**config.mk**
```make
export PLATFORM = sky130hd
export DESIGN_NAME = dfs_topological_sort
export DESIGN_NICKNAME = d
export VERILOG_FILES = /design/src/rtl/core/dts_pkg.sv /design/src/rtl/core/dfs_topological_sort.sv /design/src/rtl/core/dts_front.sv /design/src/rtl/core/dts_cmd_q.sv /design/src/rtl/core/dts_back.sv
export SDC_FILE = /design/constraint.sdc
export NUM_CORES = 2
export LEC_CHECK = 0
export BUFFER_PORTS_ARGS = -buffer_cell sky130_fd_sc_hd__buf_4
export CAP_MARGIN = 10
export CELL_PAD_IN_SITES_DETAIL_PLACEMENT = 0
export CELL_PAD_IN_SITES_GLOBAL_PLACEMENT = 2
export CORE_UTILIZATION = 48
export CTS_CLUSTER_DIAMETER = 60
export DETAILED_ROUTE_END_ITERATION = 8
export PLACE_DENSITY = 0.82
export SLEW_MARGIN = 10
export SYNTH_ARGS = -nofsm -noshare
export SYNTH_HDL_FRONTEND = slang
export SYNTH_HIERARCHICAL = 1
export SYNTH_SLANG_ARGS = --single-unit
export TNS_END_PERCENT = 50
```
**constraint.sdc**
```tcl
create_clock -name i_clk -period 4.2 [get_ports i_clk]
set_input_delay 0.63 -clock i_clk [delete_from_list [all_inputs] [get_ports i_clk]]
set_output_delay 0.63 -clock i_clk [all_outputs]
set_load 0.005 [all_outputs]
```
**src/rtl/core/dts_pkg.sv**
```systemverilog
// Package for the depth-first topological sort block.
// Holds sizing constants, the front-to-back transfer record and the back-end state type.
// No dependencies.
`timescale 1ns / 1ps
`default_nettype none

package dts_pkg;

    localparam int MAX_NODES   = 32;
    localparam int ROW_W       = 32;
    localparam int OUT_W       = 5;
    localparam int NODE_W      = $clog2(MAX_NODES);
    localparam int CNT_W       = $clog2(MAX_NODES + 1);
    localparam int QUEUE_DEPTH = 2;
    localparam int QPTR_W      = $clog2(QUEUE_DEPTH);
    localparam int QCNT_W      = $clog2(QUEUE_DEPTH + 1);

    typedef struct packed {
        logic [ROW_W-1:0]  row_bits;
        logic [NODE_W-1:0] idx;
        logic [CNT_W-1:0]  count;
        logic              wr;
        logic              last;
    } t_cmd;

    typedef enum logic [2:0] {
        S_IDLE,
        S_ROOT,
        S_EXPAND,
        S_POP,
        S_EMIT_RD,
        S_EMIT
    } t_back_state;

endpackage

`default_nettype wire

```
**src/rtl/core/dfs_topological_sort.sv**
```systemverilog
// Top level of the depth-first topological sort block.
// Instantiates dts_front, dts_cmd_q and dts_back; uses dts_pkg.
//
// Channel   Handshake            Payload
// input     start & !busy        i_row_bits, i_last_row
// result    o_strobe (1 cycle)   o_node_index, o_last_out
//
// Rows load through a two-entry command queue, one per cycle while busy (queue full) is low.
// On the last row the back end searches: a push is an EXPAND step, a pop passes through POP
// back to EXPAND, a new root goes through ROOT; then it emits one result per cycle. Adjacency
// and stack memory reads are registered. Rows for the next graph queue up during the search.
// Synchronous active-low reset clears all control state; the receiver cannot stall.
`timescale 1ns / 1ps
`default_nettype none

module dfs_topological_sort (
    input  wire logic                      i_clk,
    input  wire logic                      i_rst_n,
    input  wire logic                      start,
    output logic                           busy,
    input  wire logic [dts_pkg::ROW_W-1:0] i_row_bits,
    input  wire logic                      i_last_row,
    output logic                           o_strobe,
    output logic [dts_pkg::OUT_W-1:0]      o_node_index,
    output logic                           o_last_out
);

    logic          push;
    logic          pop;
    logic          full;
    logic          empty;
    dts_pkg::t_cmd front_cmd;
    dts_pkg::t_cmd head_cmd;

    assign busy = full;

    dts_front u_front (
        .i_clk      (i_clk),
        .i_rst_n    (i_rst_n),
        .i_start    (start),
        .i_full     (full),
        .i_row_bits (i_row_bits),
        .i_last_row (i_last_row),
        .o_push     (push),
        .o_cmd      (front_cmd)
    );

    dts_cmd_q u_cmd_q (
        .i_clk   (i_clk),
        .i_rst_n (i_rst_n),
        .i_push  (push),
        .i_cmd   (front_cmd),
        .i_pop   (pop),
        .o_cmd   (head_cmd),
        .o_full  (full),
        .o_empty (empty)
    );

    dts_back u_back (
        .i_clk        (i_clk),
        .i_rst_n      (i_rst_n),
        .i_cmd        (head_cmd),
        .i_empty      (empty),
        .o_pop        (pop),
        .o_strobe     (o_strobe),
        .o_node_index (o_node_index),
        .o_last_out   (o_last_out)
    );

endmodule

`default_nettype wire

```
**src/rtl/core/dts_front.sv**
```systemverilog
// Front end: takes row transfers, tracks the row count and builds queue commands.
// Depends on dts_pkg.
`timescale 1ns / 1ps
`default_nettype none

module dts_front (
    input  wire logic                   i_clk,
    input  wire logic                   i_rst_n,
    input  wire logic                   i_start,
    input  wire logic                   i_full,
    input  wire logic [dts_pkg::ROW_W-1:0] i_row_bits,
    input  wire logic                   i_last_row,
    output logic                        o_push,
    output dts_pkg::t_cmd               o_cmd
);

    logic [dts_pkg::CNT_W-1:0]  r_rows;
    logic [dts_pkg::CNT_W-1:0]  n_rows;
    logic                       room;
    logic [dts_pkg::NODE_W-1:0] idx;
    logic [dts_pkg::CNT_W-1:0]  count;

    assign o_push = i_start & ~i_full;
    assign room   = (r_rows < dts_pkg::CNT_W'(dts_pkg::MAX_NODES));
    assign idx    = r_rows[dts_pkg::NODE_W-1:0];
    assign count  = r_rows + dts_pkg::CNT_W'(room);

    always_comb begin
        o_cmd.row_bits = i_row_bits & ~(dts_pkg::ROW_W'(1) << idx);
        o_cmd.idx      = idx;
        o_cmd.count    = count;
        o_cmd.wr       = room;
        o_cmd.last     = i_last_row;
        n_rows         = r_rows;
        if (o_push) begin
            n_rows = i_last_row ? '0 : count;
        end
    end

    always_ff @(posedge i_clk) begin
        if (!i_rst_n) begin
            r_rows <= '0;
        end else begin
            r_rows <= n_rows;
        end
    end

endmodule

`default_nettype wire

```
**src/rtl/core/dts_cmd_q.sv**
```systemverilog
// Short command queue between front and back ends.
// Depends on dts_pkg.
`timescale 1ns / 1ps
`default_nettype none

module dts_cmd_q (
    input  wire logic          i_clk,
    input  wire logic          i_rst_n,
    input  wire logic          i_push,
    input  wire dts_pkg::t_cmd i_cmd,
    input  wire logic          i_pop,
    output dts_pkg::t_cmd      o_cmd,
    output logic               o_full,
    output logic               o_empty
);

    dts_pkg::t_cmd               r_mem [dts_pkg::QUEUE_DEPTH];
    logic [dts_pkg::QPTR_W-1:0]  r_wr_ptr;
    logic [dts_pkg::QPTR_W-1:0]  r_rd_ptr;
    logic [dts_pkg::QCNT_W-1:0]  r_count;

    assign o_full  = (r_count == dts_pkg::QCNT_W'(dts_pkg::QUEUE_DEPTH));
    assign o_empty = (r_count == '0);
    assign o_cmd   = r_mem[r_rd_ptr];

    always_ff @(posedge i_clk) begin
        if (i_push) begin
            r_mem[r_wr_ptr] <= i_cmd;
        end
    end

    always_ff @(posedge i_clk) begin
        if (!i_rst_n) begin
            r_wr_ptr <= '0;
            r_rd_ptr <= '0;
            r_count  <= '0;
        end else begin
            if (i_push) begin
                r_wr_ptr <= r_wr_ptr + dts_pkg::QPTR_W'(1);
            end
            if (i_pop) begin
                r_rd_ptr <= r_rd_ptr + dts_pkg::QPTR_W'(1);
            end
            r_count <= r_count + dts_pkg::QCNT_W'(i_push) - dts_pkg::QCNT_W'(i_pop);
        end
    end

`ifndef SYNTHESIS
    a_no_overflow: assert property (@(posedge i_clk) disable iff (!i_rst_n)
        o_full |-> !i_push)
        else $error("queue push while full");
    a_no_underflow: assert property (@(posedge i_clk) disable iff (!i_rst_n)
        o_empty |-> !i_pop)
        else $error("queue pop while empty");
`endif

endmodule

`default_nettype wire

```
**src/rtl/core/dts_back.sv**
```systemverilog
// Back end: adjacency store, depth-first search with explicit stack, reversed post-order emit.
// Depends on dts_pkg.
`timescale 1ns / 1ps
`default_nettype none

module dts_back (
    input  wire logic                   i_clk,
    input  wire logic                   i_rst_n,
    input  wire dts_pkg::t_cmd          i_cmd,
    input  wire logic                   i_empty,
    output logic                        o_pop,
    output logic                        o_strobe,
    output logic [dts_pkg::OUT_W-1:0]   o_node_index,
    output logic                        o_last_out
);

    localparam int N = dts_pkg::MAX_NODES;
    localparam int NW = dts_pkg::NODE_W;
    localparam int CW = dts_pkg::CNT_W;
    localparam int RW = dts_pkg::ROW_W;

    function automatic logic [NW-1:0] f_lowest(input logic [N-1:0] v);
        logic [NW-1:0] res;
        res = '0;
        for (int i = N - 1; i >= 0; i--) begin
            if (v[i]) begin
                res = NW'(i);
            end
        end
        return res;
    endfunction

    function automatic logic [N-1:0] f_valid(input logic [CW-1:0] cnt);
        logic [N-1:0] m;
        m = '0;
        for (int i = 0; i < N; i++) begin
            m[i] = (CW'(i) < cnt);
        end
        return m;
    endfunction

    dts_pkg::t_back_state r_state, n_state;
    logic [CW-1:0] r_n, n_n;
    logic [N-1:0]  r_unvis, n_unvis;
    logic [NW-1:0] r_top, n_top;
    logic [CW-1:0] r_depth, n_depth;
    logic [CW-1:0] r_post_cnt, n_post_cnt;
    logic [CW-1:0] r_ptr, n_ptr;

    logic [RW-1:0] adj_mem [N];
    logic [NW-1:0] stk_mem [N];
    logic [NW-1:0] post_mem [N];
    logic [RW-1:0] r_adj_rd;
    logic [NW-1:0] r_stk_rd;
    logic [NW-1:0] r_post_rd;

    logic          adj_we;
    logic [NW-1:0] adj_waddr;
    logic [NW-1:0] adj_raddr;
    logic          stk_we;
    logic [NW-1:0] stk_waddr;
    logic [NW-1:0] stk_raddr;
    logic          post_we;
    logic [NW-1:0] post_waddr;
    logic [NW-1:0] post_raddr;

    logic [N-1:0]  cand;
    logic [NW-1:0] pick;
    logic [CW-1:0] depth_m1;
    logic [CW-1:0] depth_m2;
    logic [CW-1:0] ptr_m1;

    assign cand     = N'(r_adj_rd) & r_unvis;
    assign pick     = f_lowest((r_state == dts_pkg::S_ROOT) ? r_unvis : cand);
    assign depth_m1 = r_depth - CW'(1);
    assign depth_m2 = r_depth - CW'(2);
    assign ptr_m1   = r_ptr - CW'(1);

    always_comb begin
        n_state      = r_state;
        n_n          = r_n;
        n_unvis      = r_unvis;
        n_top        = r_top;
        n_depth      = r_depth;
        n_post_cnt   = r_post_cnt;
        n_ptr        = r_ptr;
        o_pop        = 1'b0;
        o_strobe     = 1'b0;
        o_node_index = dts_pkg::OUT_W'(r_post_rd);
        o_last_out   = 1'b0;
        adj_we       = 1'b0;
        adj_waddr    = i_cmd.idx;
        adj_raddr    = r_top;
        stk_we       = 1'b0;
        stk_waddr    = depth_m1[NW-1:0];
        stk_raddr    = depth_m2[NW-1:0];
        post_we      = 1'b0;
        post_waddr   = r_post_cnt[NW-1:0];
        post_raddr   = ptr_m1[NW-1:0];
        case (r_state)
            dts_pkg::S_IDLE: begin
                if (!i_empty) begin
                    o_pop  = 1'b1;
                    adj_we = i_cmd.wr;
                    if (i_cmd.last) begin
                        n_n        = i_cmd.count;
                        n_unvis    = f_valid(i_cmd.count);
                        n_post_cnt = '0;
                        n_depth    = '0;
                        n_state    = dts_pkg::S_ROOT;
                    end
                end
            end
            dts_pkg::S_ROOT: begin
                if (r_unvis != '0) begin
                    n_unvis[pick] = 1'b0;
                    n_top         = pick;
                    n_depth       = CW'(1);
                    adj_raddr     = pick;
                    n_state       = dts_pkg::S_EXPAND;
                end else begin
                    n_ptr   = r_post_cnt;
                    n_state = dts_pkg::S_EMIT_RD;
                end
            end
            dts_pkg::S_EXPAND: begin
                if (cand != '0 && r_depth < CW'(N)) begin
                    stk_we        = 1'b1;
                    n_top         = pick;
                    n_unvis[pick] = 1'b0;
                    n_depth       = r_depth + CW'(1);
                    adj_raddr     = pick;
                end else begin
                    post_we    = 1'b1;
                    n_post_cnt = r_post_cnt + CW'(1);
                    n_depth    = depth_m1;
                    if (r_depth == CW'(1)) begin
                        n_state = dts_pkg::S_ROOT;
                    end else begin
                        n_state = dts_pkg::S_POP;
                    end
                end
            end
            dts_pkg::S_POP: begin
                n_top     = r_stk_rd;
                adj_raddr = r_stk_rd;
                n_state   = dts_pkg::S_EXPAND;
            end
            dts_pkg::S_EMIT_RD: begin
                n_ptr   = ptr_m1;
                n_state = dts_pkg::S_EMIT;
            end
            dts_pkg::S_EMIT: begin
                o_strobe   = 1'b1;
                o_last_out = (r_ptr == '0);
                if (r_ptr != '0) begin
                    n_ptr = ptr_m1;
                end else begin
                    n_state = dts_pkg::S_IDLE;
                end
            end
            default: begin
                n_state = dts_pkg::S_IDLE;
            end
        endcase
    end

    always_ff @(posedge i_clk) begin
        if (adj_we) begin
            adj_mem[adj_waddr] <= i_cmd.row_bits;
        end
        r_adj_rd <= adj_mem[adj_raddr];
    end

    always_ff @(posedge i_clk) begin
        if (stk_we) begin
            stk_mem[stk_waddr] <= r_top;
        end
        r_stk_rd <= stk_mem[stk_raddr];
    end

    always_ff @(posedge i_clk) begin
        if (post_we) begin
            post_mem[post_waddr] <= r_top;
        end
        r_post_rd <= post_mem[post_raddr];
    end

    always_ff @(posedge i_clk) begin
        if (!i_rst_n) begin
            r_state    <= dts_pkg::S_IDLE;
            r_n        <= '0;
            r_unvis    <= '0;
            r_top      <= '0;
            r_depth    <= '0;
            r_post_cnt <= '0;
            r_ptr      <= '0;
        end else begin
            r_state    <= n_state;
            r_n        <= n_n;
            r_unvis    <= n_unvis;
            r_top      <= n_top;
            r_depth    <= n_depth;
            r_post_cnt <= n_post_cnt;
            r_ptr      <= n_ptr;
        end
    end

`ifndef SYNTHESIS
    a_root_empty_stack: assert property (@(posedge i_clk) disable iff (!i_rst_n)
        (r_state == dts_pkg::S_ROOT) |-> (r_depth == '0))
        else $error("root search with non-empty stack");
    a_post_bound: assert property (@(posedge i_clk) disable iff (!i_rst_n)
        (r_state != dts_pkg::S_IDLE) |-> (r_post_cnt <= r_n))
        else $error("post-order count exceeds node count");
    a_all_recorded: assert property (@(posedge i_clk) disable iff (!i_rst_n)
        (r_state == dts_pkg::S_ROOT && r_unvis == '0) |-> (r_post_cnt == r_n))
        else $error("search finished without recording every node");
    a_emit_ends: assert property (@(posedge i_clk) disable iff (!i_rst_n)
        (o_strobe && o_last_out) |=> (r_state == dts_pkg::S_IDLE))
        else $error("emit did not return to idle after last node");
`endif

endmodule

`default_nettype wire
```
==> results.py <==
metrics = {
    "synth": {
        "synth_area_leaders": "edfxtp_1 68%, mux2i_1 6.6%, mux4_2 3.5%",
        "synth_top_cell_by_area": "edfxtp_1",
        "synth_cells": 4057,
        "postSynthAreaPerCell_um2": 15.7,
        "synth_most_common_cell": "edfxtp_1",
        "seq_area_frac_synth": 0.713,
        "synth_top_area_share": 0.678,
        "synth_edf_count": 1434,
        "ys.flop_type": "edfxtp_1",
        "yosys_warnings": 6,
        "synth_async_sr_flop_share": 0,
        "synth_cell_type_count": 79,
        "synthTopCellsByCount": "1434 x edfxtp_1, 416 x mux2i_1, 337 x nand2_1",
        "synth-seq-cells": 1545,
        "synth_area_mm2": 0.0635,
        "syn_nets": 4112,
    },
    "grt": {
        "grt_pass1_wl_um": 245000,
        "grt_max_degree": 100,
        "antenna_found_initial": 1,
        "grt_pass1_vias": 35649,
        "grt_overflow": 0,
        "grtUsageTotal": 0.249,
    },
    "clock_tree": {
        "cts_sinks": 1545,
        "cts_tree": "built",
        "cts-root-buf": "clkbuf_16",
        "cts_buffers": 161,
        "cts.clk_slew.worst_paths_ns": 0.06,
        "cts_buffer_depth": 3,
        "clock_latency_ns": 0.81,
        "h-tree-depth": 4,
    },
    "cells_and_area": {
        "final_util": 0.551,
        "fillers": 10412,
        "regArea_mm2": 0.0453,
        "antennaDiodeCount": 0,
        "drive_gt1_frac": 0.165,
        "fin_nets": 4248,
        "syn2layout_area_growth_pct": 14.1,
        "multiInputGateArea_mm2": 0.0169,
        "fin_cells": 6082,
    },
    "setup_path": {
        "r2r_cells": 13,
        "startpoint_type": "register",
        "cp_max_fo": 99,
        "worstPathArrival_ns": 4.67,
        "crit_type": "register to register",
        "r2r_slack_ns": 0.08,
        "endpoint": "u_back/r_adj_rd[6]$_DFF_P_",
        "r2r_end": "u_back/r_adj_rd[6]$_DFF_P_",
        "rr_startpoint": "u_back/r_state[0]$_SDFFE_PN0P_",
        "worstSetupStartpoint": "u_back/r_state[0]$_SDFFE_PN0P_",
        "required_ns": 4.75,
        "endpoint_kind": "register",
    },
    "timing": {
        "setup_viol": 0,
        "clock_skew_ns": 0.0439,
        "clock.fmax_mhz": 243,
        "worst_pin_slew_ns": 1.07,
        "fin_ws_ns": 0.0796,
        "finalCriticalPeriod_ns": 4.12,
        "hold-worst-slack_ns": 0.0962,
        "relSlewSlack": 0.283,
        "finalCritPeriodShare": 0.981,
        "hold_viol": 0,
        "slew_viol_final": 0,
    },
    "routing": {
        "wl_um": 168000,
        "drtPass1Iterations": 5,
        "drcViolationCount": 0,
        "drt_iter0_markers": 3550,
        "post_drt_via_cell_ratio": 6.04,
        "num_vias": 36735,
        "wl_per_cell_um": 27.6,
        "antenna_left": 0,
    },
    "power_and_ir_drop": {
        "powerDensity_mw_per_mm2": 745,
        "power_leakage_nw": 23.7,
        "vdd_drop_max_mv": 1.27,
    },
    "min_path": {
        "hp-class": "input port to register",
    },
    "floorplanning": {
        "fp-row-count": 133,
        "design.core.area_mm2": 0.131,
        "ios": 44,
        "initial_core_util": 0.483,
        "dieArea_mm2": 0.134,
        "die_w_um": 366,
        "die_h_um": 366,
    },
    "placement": {
        "dp_hpwl_um": 102000,
        "pre_cts_ws_ns": -0.200,
        "gp_congestion": 0.913,
        "io_buffers": 43,
        "dpl.cell_count": 5777,
    },
    "run_status": {
        "status": "completed",
    },
    "job": {
        "maxCapViolCount": 0,
    },
}
## through the flow
step	cell area (um^2)	total power, mW	setup TNS (ns)
6_report	72500	54.0	0
5_1_grt	72500	56.0	-0.00301
4_1_cts	72400	54.0	0
3_5_place_dp	67200	40.0	-0.200
3_3_place_gp	67200	40.0	-0.206
2_1_floorplan	63500	32.0	0
## cell usage in the layout (no fill, tap or decap), types with 100 or more instances in the layout
cell type | synthesis | routed
dfxtp_1 | 111 | 102
nor2_1 | 156 | 124
a211oi_1 | 195 | 195
buf_4 | 33 | 183
inv_1 | 113 | 113
clkbuf_16 | 0 | 163
edfxtp_1 | 1434 | 1434
mux2i_1 | 416 | 416
nand3_1 | 179 | 179
mux4_2 | 100 | 100
nand2_1 | 337 | 337
## area by class of cell
cell class / instances / area share
timing repair buffer: 241 / 0.0349
clock buffer: 206 / 0.0590
multi-input combinational: 2130 / 0.232
tap: 1755 / 0.0303
sequential: 1545 / 0.625
inverter: 114 / 0.00590
clock inverter: 91 / 0.0126
## per-layer routing
| metal | share of wire | global-route usage |
|---|---|---|
| met2 | 0.49 | 0.415 |
| met5 | 0.000054 | 0 |
| met4 | 0.031 | 0.0808 |
| met3 | 0.060 | 0.0393 |
| met1 | 0.42 | 0.334 |
## worst min-delay path by stage
stage,from,to,slack [ns],cells after the start
final,i_last_row,u_cmd_q/r_mem[1][0]$_DFFE_PP_,0.1,1
after global routing,i_last_row,u_cmd_q/r_mem[1][0]$_DFFE_PP_,0.07,1
after CTS,i_last_row,u_cmd_q/r_mem[1][0]$_DFFE_PP_,0.04,1
after detailed placement,u_front/r_rows[5]$_SDFFE_PN0P_,u_front/r_rows[5]$_SDFFE_PN0P_,0.48,2
after global placement,u_front/r_rows[5]$_SDFFE_PN0P_,u_front/r_rows[5]$_SDFFE_PN0P_,0.47,2
after floorplan,u_front/r_rows[5]$_SDFFE_PN0P_,u_front/r_rows[5]$_SDFFE_PN0P_,0.45,2
## logic make-up (layout without fill, tap and decap cells)
group | after synthesis | in the layout | synth area share
compound gates | 700 | 700 | 0.0805
xor+xnor | 19 | 19 | 0.00284
fa+ha+maj | 19 | 19 | 0.00374
buf+inv | 382 | 652 | 0.0285
flops | 1545 | 1545 | 0.713
mux | 571 | 571 | 0.113
simple gates | 821 | 821 | 0.0587
## repair_timing
item / 4_1_cts / 5_1_grt
pin swaps: 0 / 2
endpoints found under the setup margin: 3 / 19
hold endpoints to repair: 0 / 0
hold buffers: 0 / 0
setup buffers: 0 / 7
resized for setup: 3 / 4
## power by group
part,switching (mW),internal [mW]
combinational,13.4,7.10
clock,6.02,7.90
sequential,0.782,18.8
## flip-flops by register name, indices dropped and copies added, names as in the netlist, named ones only
name                 flops
u_back/adj_mem        1024
u_back/post_mem        160
u_back/stk_mem         160
u_cmd_q/r_mem           90
u_back/r_adj_rd         32
u_back/r_unvis          32
u_back/r_depth           6
u_back/r_post_cnt        6
u_back/r_ptr             6
u_front/r_rows           6
u_back/o_node_index      5
u_back/r_stk_rd          5
u_back/r_top             5
u_back/r_state           3
u_cmd_q/r_count          2
u_cmd_q/r_rd_ptr         1
u_cmd_q/r_wr_ptr         1
## worst max-delay path: stages, from the launching register on
cell	delay (ns)
dfxtp_1	0.33
buf_4	0.21
or3b_1	0.46
o21ai_1	0.22
nand3b_1	0.17
a211oi_2	0.11
o31ai_4	0.33
buf_12	0.40
a21oi_4	0.17
buf_12	0.22
nand2_1	0.11
nand3_1	0.09
a32oi_1	0.34
o2111ai_2	0.42
Note: power is estimated with default switching activity, not from simulation.
